### config.mk
export PLATFORM = sky130hd
export DESIGN_NAME = smpte_colour_bar_pattern_top_flat
export DESIGN_NICKNAME = d
export VERILOG_FILES = /design/src/scb_pkg.sv /design/src/scb_pix_if.sv /design/src/smpte_colour_bar_pattern_top.sv /design/src/flat_wrapper.sv
export SDC_FILE = /design/constraint.sdc
export NUM_CORES = 1
export LEC_CHECK = 0
export ABC_AREA = 1
export BUFFER_PORTS_ARGS = -buffer_cell sky130_fd_sc_hd__buf_2
export CELL_PAD_IN_SITES_DETAIL_PLACEMENT = 1
export CELL_PAD_IN_SITES_GLOBAL_PLACEMENT = 2
export CORE_MARGIN = 2
export CORE_UTILIZATION = 43
export CTS_BUF_LIST = sky130_fd_sc_hd__clkbuf_8
export DETAILED_ROUTE_END_ITERATION = 8
export PLACE_DENSITY = 0.85
export SETUP_SLACK_MARGIN = 0.05
export SLEW_MARGIN = 5
export SYNTH_ARGS = -nofsm -noshare
export SYNTH_HDL_FRONTEND = slang
export SYNTH_SLANG_ARGS = --single-unit
### constraint.sdc
create_clock -name clk_i -period 8.24 [get_ports clk_i]
set_clock_uncertainty 0.2 [all_clocks]
set_input_delay 1.236 -clock clk_i [delete_from_list [all_inputs] [get_ports clk_i]]
set_output_delay 1.236 -clock clk_i [all_outputs]
set_load 0.1 [all_outputs]
### src/scb_pkg.sv
// Shared types, codes and color tables for the SMPTE color-bar pattern generator.
package scb_pkg;

  // Width of the configuration fields as written on the register port
  localparam int unsigned FIELD_W = 15;
  localparam int unsigned FMT_W   = 4;
  localparam int unsigned PADDR_W = 4;
  localparam int unsigned PDATA_W = 32;
  localparam int unsigned IDX_W   = 4;
  localparam int unsigned PIX_W   = 32;

  // Reciprocals for exact floor division by 7 and by 3 over coordinate-sized values
  localparam int unsigned RECIP_SHIFT = 20;
  localparam int unsigned RECIP_W     = 19;
  localparam int unsigned RECIP7      = 149797;
  localparam int unsigned RECIP3      = 349526;

  localparam int unsigned RESET_WIDTH  = 640;
  localparam int unsigned RESET_HEIGHT = 480;

  typedef enum logic [1:0] {
    REG_FRAME_WIDTH  = 2'd0,
    REG_FRAME_HEIGHT = 2'd1,
    REG_PIXEL_FORMAT = 2'd2
  } reg_idx_e;

  typedef enum logic [FMT_W-1:0] {
    FMT_IDX8     = 4'd0,
    FMT_RGB555   = 4'd1,
    FMT_RGB565   = 4'd2,
    FMT_BGR565   = 4'd3,
    FMT_RGB888   = 4'd4,
    FMT_RGBA8888 = 4'd5,
    FMT_RGBX888  = 4'd6,
    FMT_BGR555   = 4'd7,
    FMT_ARGB4444 = 4'd8
  } pix_fmt_e;

  typedef enum logic [1:0] {
    ZONE_TOP = 2'd0,
    ZONE_MID = 2'd1,
    ZONE_BOT = 2'd2
  } zone_e;

  localparam logic [IDX_W-1:0] CI_GREY40    = 4'd1;
  localparam logic [IDX_W-1:0] CI_WHITE75   = 4'd2;
  localparam logic [IDX_W-1:0] CI_YELLOW    = 4'd3;
  localparam logic [IDX_W-1:0] CI_CYAN      = 4'd4;
  localparam logic [IDX_W-1:0] CI_GREEN     = 4'd5;
  localparam logic [IDX_W-1:0] CI_MAGENTA   = 4'd6;
  localparam logic [IDX_W-1:0] CI_RED       = 4'd7;
  localparam logic [IDX_W-1:0] CI_BLUE      = 4'd8;
  localparam logic [IDX_W-1:0] CI_BLACK     = 4'd9;
  localparam logic [IDX_W-1:0] CI_WHITE100  = 4'd10;
  localparam logic [IDX_W-1:0] CI_POS_Q     = 4'd11;
  localparam logic [IDX_W-1:0] CI_POS_I     = 4'd12;
  localparam logic [IDX_W-1:0] CI_NEG_I     = 4'd13;
  localparam logic [IDX_W-1:0] CI_SUPER_BLK = 4'd14;
  localparam logic [IDX_W-1:0] CI_LIGHT_BLK = 4'd15;

  typedef struct packed {
    logic [7:0] r;
    logic [7:0] g;
    logic [7:0] b;
  } rgb_t;

  function automatic rgb_t palette(input logic [IDX_W-1:0] idx);
    rgb_t c;
    case (idx)
      CI_GREY40:    c = '{8'h68, 8'h68, 8'h68};
      CI_WHITE75:   c = '{8'hB4, 8'hB4, 8'hB4};
      CI_YELLOW:    c = '{8'hB4, 8'hB4, 8'h10};
      CI_CYAN:      c = '{8'h10, 8'hB4, 8'hB4};
      CI_GREEN:     c = '{8'h10, 8'hB4, 8'h10};
      CI_MAGENTA:   c = '{8'hB4, 8'h10, 8'hB4};
      CI_RED:       c = '{8'hB4, 8'h10, 8'h10};
      CI_BLUE:      c = '{8'h10, 8'h10, 8'hB4};
      CI_BLACK:     c = '{8'h10, 8'h10, 8'h10};
      CI_WHITE100:  c = '{8'hEB, 8'hEB, 8'hEB};
      CI_POS_Q:     c = '{8'h48, 8'h10, 8'h76};
      CI_POS_I:     c = '{8'h6A, 8'h34, 8'h10};
      CI_NEG_I:     c = '{8'h10, 8'h46, 8'h6A};
      CI_SUPER_BLK: c = '{8'h09, 8'h09, 8'h09};
      CI_LIGHT_BLK: c = '{8'h1D, 8'h1D, 8'h1D};
      default:      c = '{8'h00, 8'h00, 8'h00};
    endcase
    return c;
  endfunction

  // Seven 75% bars, left to right
  function automatic logic [IDX_W-1:0] top_bar(input logic [2:0] k);
    logic [IDX_W-1:0] c;
    case (k)
      3'd0:    c = CI_WHITE75;
      3'd1:    c = CI_YELLOW;
      3'd2:    c = CI_CYAN;
      3'd3:    c = CI_GREEN;
      3'd4:    c = CI_MAGENTA;
      3'd5:    c = CI_RED;
      default: c = CI_BLUE;
    endcase
    return c;
  endfunction

  // Reverse bars under the main bars
  function automatic logic [IDX_W-1:0] mid_bar(input logic [2:0] k);
    logic [IDX_W-1:0] c;
    case (k)
      3'd0:    c = CI_BLUE;
      3'd1:    c = CI_BLACK;
      3'd2:    c = CI_MAGENTA;
      3'd3:    c = CI_BLACK;
      3'd4:    c = CI_CYAN;
      3'd5:    c = CI_BLACK;
      default: c = CI_GREY40;
    endcase
    return c;
  endfunction

  function automatic logic [IDX_W-1:0] castle_sq(input logic [1:0] k);
    logic [IDX_W-1:0] c;
    case (k)
      2'd0:    c = CI_NEG_I;
      2'd1:    c = CI_WHITE100;
      2'd2:    c = CI_POS_Q;
      default: c = CI_BLACK;
    endcase
    return c;
  endfunction

endpackage

### src/scb_pix_if.sv
// Valid/ready channel interfaces for pixel coordinate requests and color results.
interface scb_pix_in_if #(
  parameter int unsigned COORD_BITS = 15
) ();
  logic                  valid;
  logic                  ready;
  logic [COORD_BITS-1:0] pixel_x;
  logic [COORD_BITS-1:0] pixel_y;

  modport source (output valid, output pixel_x, output pixel_y, input ready);
  modport sink (input valid, input pixel_x, input pixel_y, output ready);
endinterface

interface scb_pix_out_if ();
  logic        valid;
  logic        ready;
  logic [3:0]  colour_index;
  logic [31:0] pixel_value;

  modport source (output valid, output colour_index, output pixel_value, input ready);
  modport sink (input valid, input colour_index, input pixel_value, output ready);
endinterface

### src/smpte_colour_bar_pattern_top.sv
// SMPTE color-bar pattern generator: pixel coordinate in, bar color index and packed pixel out.
//
// Usage: write frame_width (0x0), frame_height (0x4) and pixel_format (0x8) over the APB
// port while no request is in flight, then send pixel coordinates on pix_i. Each request
// yields one result on col_o: the color index and the color packed for the format.
// Throughput: one pixel per clock while col_o.ready holds high; the datapath is a
// four-register pipeline (input, row zone, color index, packed output) and every stage
// advances as soon as the stage after it is empty or moving.
// Bar boundaries are derived from the frame size by two register levels that follow the
// configuration registers; after a write they settle before any request written after
// that write can reach them.
// Reset: the pipeline empties, and the registers return to 640 x 480, rgba8888.
// Stall: when col_o.ready is low the result holds; requests keep entering until the
// pipeline is full, then pix_i.ready drops.
module smpte_colour_bar_pattern_top import scb_pkg::*; #(
  parameter int unsigned COORD_BITS = 15
) (
  input  logic                clk_i,
  input  logic                rst_ni,
  input  logic                psel,
  input  logic                penable,
  input  logic                pwrite,
  input  logic [PADDR_W-1:0]  paddr,
  input  logic [PDATA_W-1:0]  pwdata,
  output logic [PDATA_W-1:0]  prdata,
  output logic                pready,
  scb_pix_in_if.sink          pix_i,
  scb_pix_out_if.source       col_o
);

  localparam int unsigned PROD_W = COORD_BITS + RECIP_W + 1;
  localparam int unsigned EXT_W  = COORD_BITS + 3;

  // ---------------- configuration registers ----------------
  logic [COORD_BITS-1:0] width_q, height_q;
  logic [FMT_W-1:0]      fmt_q;
  logic                  wr_en;
  reg_idx_e              wr_idx;

  assign pready = 1'b1;
  assign wr_en  = psel && penable && pwrite;
  assign wr_idx = reg_idx_e'(paddr[3:2]);

  always_ff @(posedge clk_i or negedge rst_ni) begin
    if (!rst_ni) begin
      width_q  <= COORD_BITS'(RESET_WIDTH);
      height_q <= COORD_BITS'(RESET_HEIGHT);
      fmt_q    <= FMT_RGBA8888;
    end else if (wr_en) begin
      unique case (wr_idx)
        REG_FRAME_WIDTH:  width_q  <= COORD_BITS'(pwdata[FIELD_W-1:0]);
        REG_FRAME_HEIGHT: height_q <= COORD_BITS'(pwdata[FIELD_W-1:0]);
        REG_PIXEL_FORMAT: fmt_q    <= pwdata[FMT_W-1:0];
        default: ;
      endcase
    end
  end

  always_comb begin
    unique case (wr_idx)
      REG_FRAME_WIDTH:  prdata = PDATA_W'(width_q);
      REG_FRAME_HEIGHT: prdata = PDATA_W'(height_q);
      REG_PIXEL_FORMAT: prdata = PDATA_W'(fmt_q);
      default:          prdata = '0;
    endcase
  end

  // ---------------- derived geometry, level 1: bar width and row splits ----------------
  logic [COORD_BITS-1:0] bw_q, h1_q, h2_q;
  logic [COORD_BITS-1:0] bw_d, h1_d, h2_d;
  logic [PROD_W-1:0]     w_prod, h1_prod, h2_prod;

  always_comb begin
    w_prod  = PROD_W'(width_q) * PROD_W'(RECIP7);
    h1_prod = PROD_W'({height_q, 1'b0}) * PROD_W'(RECIP3);
    h2_prod = PROD_W'(height_q >> 2) * PROD_W'(RECIP3);
    bw_d    = COORD_BITS'(w_prod >> RECIP_SHIFT);
    h1_d    = COORD_BITS'(h1_prod >> RECIP_SHIFT);
    h2_d    = COORD_BITS'(h2_prod >> RECIP_SHIFT);
  end

  always_ff @(posedge clk_i) begin
    bw_q <= bw_d;
    h1_q <= h1_d;
    h2_q <= h2_d;
  end

  // ---------------- derived geometry, level 2: column boundaries ----------------
  logic [COORD_BITS-1:0] bw2_q, bw3_q, bw4_q, bw5_q, bw6_q, t_q, t2_q, cw_q, cw2_q, cw3_q;
  logic [COORD_BITS-1:0] bw2_d, bw3_d, bw4_d, bw5_d, bw6_d, t_d, t2_d, cw_d, cw2_d, cw3_d;
  logic [EXT_W-1:0]      bw_x, bw5_x, cw_x, t_x;
  logic [PROD_W-1:0]     t_prod;

  always_comb begin
    bw_x   = EXT_W'(bw_q);
    bw5_x  = bw_x + (bw_x << 2);
    cw_x   = bw5_x >> 2;
    t_prod = PROD_W'(bw_q) * PROD_W'(RECIP3);
    t_x    = EXT_W'(t_prod >> RECIP_SHIFT);
    bw2_d  = COORD_BITS'(bw_x << 1);
    bw3_d  = COORD_BITS'(bw_x + (bw_x << 1));
    bw4_d  = COORD_BITS'(bw_x << 2);
    bw5_d  = COORD_BITS'(bw5_x);
    bw6_d  = COORD_BITS'((bw_x << 1) + (bw_x << 2));
    t_d    = COORD_BITS'(t_x);
    t2_d   = COORD_BITS'(t_x << 1);
    cw_d   = COORD_BITS'(cw_x);
    cw2_d  = COORD_BITS'(cw_x << 1);
    cw3_d  = COORD_BITS'(cw_x + (cw_x << 1));
  end

  always_ff @(posedge clk_i) begin
    bw2_q <= bw2_d;
    bw3_q <= bw3_d;
    bw4_q <= bw4_d;
    bw5_q <= bw5_d;
    bw6_q <= bw6_d;
    t_q   <= t_d;
    t2_q  <= t2_d;
    cw_q  <= cw_d;
    cw2_q <= cw2_d;
    cw3_q <= cw3_d;
  end

  // ---------------- pipeline handshake ----------------
  logic v1_q, v2_q, v3_q, v4_q;
  logic rdy1, rdy2, rdy3, rdy4;

  assign rdy4 = !v4_q || col_o.ready;
  assign rdy3 = !v3_q || rdy4;
  assign rdy2 = !v2_q || rdy3;
  assign rdy1 = !v1_q || rdy2;
  assign pix_i.ready = rdy1;

  always_ff @(posedge clk_i or negedge rst_ni) begin
    if (!rst_ni) begin
      v1_q <= 1'b0;
      v2_q <= 1'b0;
      v3_q <= 1'b0;
      v4_q <= 1'b0;
    end else begin
      if (rdy1) v1_q <= pix_i.valid;
      if (rdy2) v2_q <= v1_q;
      if (rdy3) v3_q <= v2_q;
      if (rdy4) v4_q <= v3_q;
    end
  end

  // ---------------- stage 1: input register ----------------
  logic [COORD_BITS-1:0] x1_q, y1_q;

  always_ff @(posedge clk_i) begin
    if (rdy1 && pix_i.valid) begin
      x1_q <= pix_i.pixel_x;
      y1_q <= pix_i.pixel_y;
    end
  end

  // ---------------- stage 2: row zone ----------------
  logic [COORD_BITS-1:0] x2_q;
  zone_e                 zone2_q, zone2_d;
  logic [COORD_BITS:0]   h12;

  always_comb begin
    h12 = {1'b0, h1_q} + {1'b0, h2_q};
    if (y1_q < h1_q) begin
      zone2_d = ZONE_TOP;
    end else if ({1'b0, y1_q} < h12) begin
      zone2_d = ZONE_MID;
    end else begin
      zone2_d = ZONE_BOT;
    end
  end

  always_ff @(posedge clk_i) begin
    if (rdy2 && v1_q) begin
      x2_q    <= x1_q;
      zone2_q <= zone2_d;
    end
  end

  // ---------------- stage 3: color index ----------------
  logic [IDX_W-1:0]      idx3_q, idx3_d;
  logic [4:0]            bar_ge;
  logic [2:0]            bar_k;
  logic [2:0]            cas_ge;
  logic [1:0]            cas_k;
  logic [COORD_BITS-1:0] off;

  always_comb begin
    bar_ge = {x2_q >= bw5_q, x2_q >= bw4_q, x2_q >= bw3_q, x2_q >= bw2_q, x2_q >= bw_q};
    bar_k  = (x2_q >= bw6_q) ? 3'd6 : 3'($countones(bar_ge));
    // a zero square width makes every compare true, which lands on the last square
    cas_ge = {x2_q >= cw3_q, x2_q >= cw2_q, x2_q >= cw_q};
    cas_k  = 2'($countones(cas_ge));
    off    = x2_q - bw5_q;
    case (zone2_q)
      ZONE_TOP: idx3_d = top_bar(bar_k);
      ZONE_MID: idx3_d = mid_bar(bar_k);
      default: begin
        if (x2_q >= bw6_q) begin
          idx3_d = CI_BLACK;
        end else if (x2_q >= bw5_q) begin
          if (off < t_q) begin
            idx3_d = CI_SUPER_BLK;
          end else if (off < t2_q) begin
            idx3_d = CI_BLACK;
          end else begin
            idx3_d = CI_LIGHT_BLK;
          end
        end else begin
          idx3_d = castle_sq(cas_k);
        end
      end
    endcase
  end

  always_ff @(posedge clk_i) begin
    if (rdy3 && v2_q) idx3_q <= idx3_d;
  end

  // ---------------- stage 4: pack for the pixel format ----------------
  logic [IDX_W-1:0] idx4_q;
  logic [PIX_W-1:0] pix4_q, pix4_d;
  rgb_t             rgb, rgb_ord;

  always_comb begin
    rgb     = palette(idx3_q);
    rgb_ord = rgb;
    // swap red and blue for the BGR layouts
    if (fmt_q == FMT_BGR565 || fmt_q == FMT_BGR555) begin
      rgb_ord.r = rgb.b;
      rgb_ord.b = rgb.r;
    end
    unique case (fmt_q)
      FMT_IDX8:
        pix4_d = PIX_W'(idx3_q);
      FMT_RGB555, FMT_BGR555:
        pix4_d = PIX_W'({rgb_ord.r[7:3], rgb_ord.g[7:3], rgb_ord.b[7:3]});
      FMT_RGB565, FMT_BGR565:
        pix4_d = PIX_W'({rgb_ord.r[7:3], rgb_ord.g[7:2], rgb_ord.b[7:3]});
      FMT_RGB888, FMT_RGBX888:
        pix4_d = {8'h00, rgb_ord.r, rgb_ord.g, rgb_ord.b};
      FMT_RGBA8888:
        pix4_d = {8'hFF, rgb_ord.r, rgb_ord.g, rgb_ord.b};
      FMT_ARGB4444:
        pix4_d = PIX_W'({4'hF, rgb_ord.r[7:4], rgb_ord.g[7:4], rgb_ord.b[7:4]});
      default:
        pix4_d = '0;
    endcase
  end

  always_ff @(posedge clk_i) begin
    if (rdy4 && v3_q) begin
      idx4_q <= idx3_q;
      pix4_q <= pix4_d;
    end
  end

  assign col_o.valid        = v4_q;
  assign col_o.colour_index = idx4_q;
  assign col_o.pixel_value  = pix4_q;

endmodule

### src/flat_wrapper.sv
// flat-port wrapper written by rule: the top's interface ports become plain ports
module smpte_colour_bar_pattern_top_flat import scb_pkg::*;
#(
  parameter int unsigned COORD_BITS = 15
)
  (clk_i, rst_ni, psel, penable, pwrite, paddr, pwdata, prdata, pready, pix_i_valid, pix_i_pixel_x, pix_i_pixel_y, pix_i_ready, col_o_valid, col_o_colour_index, col_o_pixel_value, col_o_ready);
  scb_pix_in_if #(.COORD_BITS(COORD_BITS)) pix_i_i ();
  scb_pix_out_if col_o_i ();
  input  logic clk_i;
  input  logic rst_ni;
  input  logic psel;
  input  logic penable;
  input  logic pwrite;
  input  logic [PADDR_W-1:0] paddr;
  input  logic [PDATA_W-1:0] pwdata;
  output logic [PDATA_W-1:0] prdata;
  output logic pready;
  input wire logic [$bits(pix_i_i.valid)-1:0] pix_i_valid;
  input wire logic [$bits(pix_i_i.pixel_x)-1:0] pix_i_pixel_x;
  input wire logic [$bits(pix_i_i.pixel_y)-1:0] pix_i_pixel_y;
  output wire logic [$bits(pix_i_i.ready)-1:0] pix_i_ready;
  output wire logic [$bits(col_o_i.valid)-1:0] col_o_valid;
  output wire logic [$bits(col_o_i.colour_index)-1:0] col_o_colour_index;
  output wire logic [$bits(col_o_i.pixel_value)-1:0] col_o_pixel_value;
  input wire logic [$bits(col_o_i.ready)-1:0] col_o_ready;
  assign pix_i_i.valid = pix_i_valid;
  assign pix_i_i.pixel_x = pix_i_pixel_x;
  assign pix_i_i.pixel_y = pix_i_pixel_y;
  assign pix_i_ready = pix_i_i.ready;
  assign col_o_valid = col_o_i.valid;
  assign col_o_colour_index = col_o_i.colour_index;
  assign col_o_pixel_value = col_o_i.pixel_value;
  assign col_o_i.ready = col_o_ready;
  smpte_colour_bar_pattern_top #(.COORD_BITS(COORD_BITS)) u_core (.clk_i(clk_i), .rst_ni(rst_ni), .psel(psel), .penable(penable), .pwrite(pwrite), .paddr(paddr), .pwdata(pwdata), .prdata(prdata), .pready(pready), .pix_i(pix_i_i), .col_o(col_o_i));
endmodule
==> results_dict.tcl, run 1 <==
set metrics [dict create \
    final_common_cell "inv_1" \
    synth_area_per_cell_um2 8.72 \
    r2r-end "u_core.t_q[10]" \
    postCtsHoldBufs 0 \
    grt_max_degree 39 \
    final_util_pct 47.2 \
    synth_area_leaders "ha_1 25%, fa_1 16%, dfxtp_1 9.6%" \
    setup_ws_ns 2.31 \
    drtPass1Iterations 5 \
    antenna_found_initial 1 \
    required_ns 8.59 \
    tightest_slew_ns 1.04 \
    cts_made_buffers 49 \
    cts_setup_buffers 0 \
    period_share_pct 72.0 \
    max_freq_ghz 0.169 \
    final_area_um2 29000 \
    wirelength_um 72800 \
    place_ws_ns 2.30 \
    io_pins 144 \
    layout_common_cells "651 x inv_1, 538 x ha_1, 442 x nand2_1" \
    synth_edf_count 80 \
    slowest_stage "dfxtp_1" \
    hpwlAfterDp_um 62100 \
    critical_path_buf_inv_count 2 \
    fp.dieH_um 253 \
    yosys.area.top_type_share_pct 25.3 \
    rsz0062_at_grt "no" \
    worstSkewPairLatency_ns 0.65 \
    holdPathStages 0 \
    yosys_warnings 0 \
    slew_violations 0 \
    setup_tns_ns 0 \
    core_area_um2 61400 \
    path_common_cell "fa_1" \
    fin_crit_ns 5.93 \
    yosysUniqueCellTypes 57 \
    cp_cell_sequence "ha_1, fa_1, fa_1, inv_1, fa_1, inv_1, fa_1, ha_1, nand2_1, nor4_1, nand3_1, o211ai_1, a21oi_1, o21ai_0, xor2_1" \
    hold_viol_final 0 \
    area_growth_pct 8.98 \
    cp-end-kind "register" \
    dr.first_iter.drc_count 816 \
    endpoint "u_core.t_q[10]" \
    drc 0 \
    tritoncts "yes" \
    cp_num_cells 15 \
    via_count 20900 \
    grt_use_total_pct 23.1 \
    syn_area_um2 26600 \
    setup_viol 0 \
    worstPathArrival_ns 6.27 \
    reg2reg_from "u_core.bw_q[7]" \
    dieArea_um2 63800 \
    numClockSinks 246 \
    dpl_cell_area_um2 27900 \
    cp-startpoint "u_core.bw_q[7]" \
    yosysTopAreaCell "ha_1" \
    ff2ff_path_depth 15 \
    slew_headroom_pct 30.7 \
    die_w_um 253 \
    cts_buffer_depth 3 \
    initial_utilization_pct 43.3 \
    crit_path_max_fanout 7 \
    grt_pass1_vias 23000 \
    nets 4000 \
    seq_area_frac_synth_pct 22.3 \
    place.gp.congestion 0.890 \
    max_cap_viol_count 0 \
    cpPeakStageDelay_ns 0.71 \
    cts_root_buf "clkbuf_8" \
    vias_per_cell 5.21 \
    cp_top_family "adder cells" \
    hold_path.class "register to register" \
    reg2reg_slack_ns 2.31 \
    drive_gt1_share_pct 7.29 \
    grt_pass1_wl_um 118000 \
    path_clk_slew_ns 0.07 \
    cts-resized-gates 0 \
    start_kind "register" \
    htreeDepth 2 \
    worstSetupPathType "register to register" \
    final_antenna_net_count 0 \
    synth_cells 3047 \
    wl_per_cell_um 18.1 \
    status "complete, no violations" \
    fp-row-count 91 \
    synth_seq_cells 246 \
    gr-total-overflow 0 \
    async_reset_ff_share_pct 15.4 \
    io_buffer_count 106 \
    synthFlopType "dfxtp_1" \
]
## metal layers
metal | up-vias | routed length, µm | global-route usage (%)
met5 | - | 0 | 0
met4 | 0 | 1930 | 6.90
met3 | 107 | 1880 | 2.28
met2 | 272 | 35900 | 40.8
met1 | 10300 | 33000 | 29.8
li1 | 10200 | - | -
## metrics by stage
step | hold slack [ns] | cells
floorplan | 0.200 | 3063
global placement | 0.203 | 3921
detailed placement | 0.208 | 3921
CTS | 0.214 | 4013
global route | 0.222 | 4014
finish | 0.210 | 4014
## final cells by class
type                    instances  area, µm²
fillers                      7348      32400
multi-input cells            2126      18000
flip-flops and latches        246       5930
inverters                     649       2440
well taps                     790        988
clock buffers                  55        757
repair buffers                110        561
clock inverters                37        285
diodes                          1       2.50
## synth_stat cells (4+ instances only)
cell type / number
nor2_1: 119
a21oi_1: 226
clkbuf_1: 14
o21ai_0: 138
o221ai_1: 11
a21o_1: 9
nand3_2: 5
nand3b_1: 4
a221oi_1: 5
dfstp_2: 8
a211oi_1: 10
xnor2_1: 26
edfxtp_1: 80
a21boi_0: 4
ha_1: 538
nand4_1: 30
nand2_1: 442
o21a_1: 14
nor4_1: 8
o2111ai_1: 8
o211ai_1: 20
inv_1: 645
xor2_1: 82
nor2_2: 4
dfxtp_1: 128
a22o_1: 7
nand3_1: 90
nand2_2: 11
and2_1: 4
buf_4: 26
o21bai_1: 16
a31oi_1: 16
dfrtp_1: 30
nor3_1: 27
o31ai_1: 4
fa_1: 207
## state kept, by name, indices dropped and copies added (netlist names), 4 cells and up
name / flops
u_core.col_o.colour_index: 4
u_core.height_q: 15
u_core.h1_q: 15
u_core.y1_q: 15
u_core.cw3_q: 14
u_core.t_q: 12
u_core.bw5_q: 13
u_core.rgb: 21
u_core.x1_q: 15
u_core.bw3_q: 15
u_core.width_q: 15
u_core.h2_q: 12
u_core.idx3_q: 4
u_core.bw2_q: 11
u_core.col_o.pixel_value: 25
u_core.x2_q: 15
u_core.fmt_q: 4
u_core.bw_q: 13
## how the worst min path moves through the flow
stage,startpoint,end,slack [ns]
6_report,u_core.x1_q[2],u_core.x2_q[2],0.21
3_3_place_gp,u_core.x1_q[2],u_core.x2_q[2],0.20
4_1_cts,u_core.x1_q[2],u_core.x2_q[2],0.21
2_1_floorplan,u_core.x1_q[0],u_core.x2_q[0],0.20
5_1_grt,u_core.x1_q[2],u_core.x2_q[2],0.22
3_5_place_dp,u_core.x1_q[13],u_core.x2_q[13],0.21
## kinds of logic (layout without fill, tap and decap cells)
logic type / after synthesis / in the layout / share of synthesized area, %
adder cells (fa/ha/maj): 745 / 745 / 40.9
XOR/XNOR: 108 / 108 / 3.56
other: 2 / 19 / 0.0283
buffers and inverters: 691 / 851 / 10.2
flip-flops: 246 / 246 / 22.3
AND/OR/NAND/NOR: 753 / 753 / 12.1
AO/OA/AOI/OAI: 502 / 502 / 10.9
Power of run 1 is not shown: default switching activity piles up to over one toggle a cycle in this logic, so the estimate is an artifact.
==> run 2: changes to the inputs <==
--- a/config.mk
+++ b/config.mk
@@ -10,10 +10,10 @@
 export CELL_PAD_IN_SITES_DETAIL_PLACEMENT = 1
 export CELL_PAD_IN_SITES_GLOBAL_PLACEMENT = 2
 export CORE_MARGIN = 2
-export CORE_UTILIZATION = 43
+export CORE_UTILIZATION = 36
 export CTS_BUF_LIST = sky130_fd_sc_hd__clkbuf_8
 export DETAILED_ROUTE_END_ITERATION = 8
-export PLACE_DENSITY = 0.85
+export PLACE_DENSITY = 0.76
 export SETUP_SLACK_MARGIN = 0.05
 export SLEW_MARGIN = 5
 export SYNTH_ARGS = -nofsm -noshare
==> constraint.sdc (replaced) <==
create_clock -name clk_i -period 5.2 [get_ports clk_i]
set_clock_uncertainty 0.2 [all_clocks]
set_input_delay 0.78 -clock clk_i [delete_from_list [all_inputs] [get_ports clk_i]]
set_output_delay 0.78 -clock clk_i [all_outputs]
set_load 0.1 [all_outputs]
==> results_dict.tcl, run 2 (synthesis results as in run 1) <==
set metrics [dict create \
    initial_utilization_pct 36.4 \
    nets 4239 \
    via_count 21800 \
    ff2ff_path_depth 19 \
    status "finished, violations left" \
    tightest_slew_ns 1.20 \
    hold_ws_ns 0.0752 \
    dpl_cell_area_um2 29700 \
    r2r-end "u_core.h1_q[11]" \
    cts_made_buffers 51 \
    final_common_cell "inv_1" \
    drtPass1Iterations 5 \
    worstSetupPathType "register to register" \
    path_clk_slew_ns 0.07 \
    reg2reg_from "u_core.height_q[9]" \
    max_cap_viol_count 0 \
    largest_reg_flops 25 \
    tritoncts "yes" \
    core_area_um2 73000 \
    start_kind "register" \
    die_w_um 276 \
    cp-startpoint "u_core.height_q[9]" \
    drc 0 \
    layoutNonFillerInstCount 4424 \
    max_freq_ghz 0.186 \
    fp-row-count 99 \
    final_antenna_net_count 0 \
    vias_per_cell 4.92 \
    wl_per_cell_um 17.9 \
    dp.cells 4293 \
    fin_crit_ns 5.37 \
    hold_path.class "input port to asynchronous set/reset pin" \
    fp.dieH_um 276 \
    grt_max_degree 39 \
    layout_common_cells "622 x inv_1, 502 x ha_1, 419 x nand2_1" \
    grt_use_total_pct 21.0 \
    place.gp.congestion 0.871 \
    dr.first_iter.drc_count 751 \
    violations "setup timing" \
    gr-total-overflow 0 \
    slew_violations 0 \
    io_buffer_count 106 \
    antenna_found_initial 1 \
    drive_gt1_share_pct 19.0 \
    reg2reg_slack_ns -0.17 \
    final_area_um2 32100 \
    place_ws_ns -0.494 \
    cp-end-kind "register" \
    worstPathArrival_ns 5.72 \
    postCtsHoldBufs 0 \
    slew_headroom_pct 20.3 \
    worstSkewPairLatency_ns 0.67 \
    cts_buffer_depth 3 \
    area_growth_pct 20.8 \
    numClockSinks 246 \
    required_ns 5.55 \
    hpwlAfterDp_um 67000 \
    rsz0062_at_grt "yes" \
    htreeDepth 2 \
    wirelength_um 79400 \
    setup_ws_ns -0.167 \
    io_pins 144 \
    grt_pass1_wl_um 127000 \
    cts_root_buf "clkbuf_8" \
    setup_viol 9 \
    period_share_pct 103 \
    dieArea_um2 76000 \
    hold_viol_final 0 \
    crit_path_max_fanout 3 \
    grt_pass1_vias 24200 \
]
run 2: worst max path at each step:
stage | cells past startpoint | slack, ns | to
after floorplan | 22 | 0.05 | u_core.h1_q[11]
after global placement | 24 | -0.41 | u_core.h1_q[13]
after detailed placement | 24 | -0.49 | u_core.h1_q[9]
after CTS | 23 | -0.13 | u_core.h1_q[9]
after global routing | 19 | -0.31 | u_core.h1_q[11]
final | 19 | -0.17 | u_core.h1_q[11]
run 2: routing by layer:
metal | GRT usage, % | wire (µm)
met1 | 27.5 | 36600
met4 | 4.50 | 1630
met5 | 0 | 0
met3 | 2.00 | 1590
met2 | 37.5 | 39600
run 2: cell type report:
class / instances / area, µm²
repair buffers: 347 / 2380
flip-flops and latches: 246 / 5940
inverters: 649 / 2440
diodes: 1 / 2.50
fillers: 8526 / 40900
clock inverters: 38 / 403
multi-input cells: 2126 / 18900
well taps: 959 / 1200
clock buffers: 58 / 798
run 2: critical path, cell delays in order, from the launching register on:
cell	delay, ns
dfrtp_1	0.41
ha_4	0.25
buf_6	0.12
fa_2	0.58
fa_2	0.49
buf_6	0.15
fa_1	0.59
inv_2	0.05
fa_1	0.50
inv_2	0.05
fa_2	0.58
ha_4	0.21
buf_4	0.15
a21oi_2	0.21
o21ai_0	0.11
inv_1	0.08
nand2_2	0.06
a21o_1	0.20
a21oi_2	0.16
xor2_1	0.16
run 2: metrics by stage:
| step | setup TNS, ns | utilization (%) |
|---|---|---|
| floorplan | 0 | - |
| global placement | -3.84 | 40.7 |
| detailed placement | -6.01 | 40.7 |
| CTS | -0.749 | 43.0 |
| global route | -2.50 | 44.0 |
| finish | -0.808 | 44.0 |
run 2: timing repair:
action,in CTS,in global routing
buffers inserted,17,18
endpoints found under the setup margin,33,54
pin swaps,65,78
resized for setup,95,146
hold endpoints to repair,0,0
Power of run 2 is left out for the same reason.
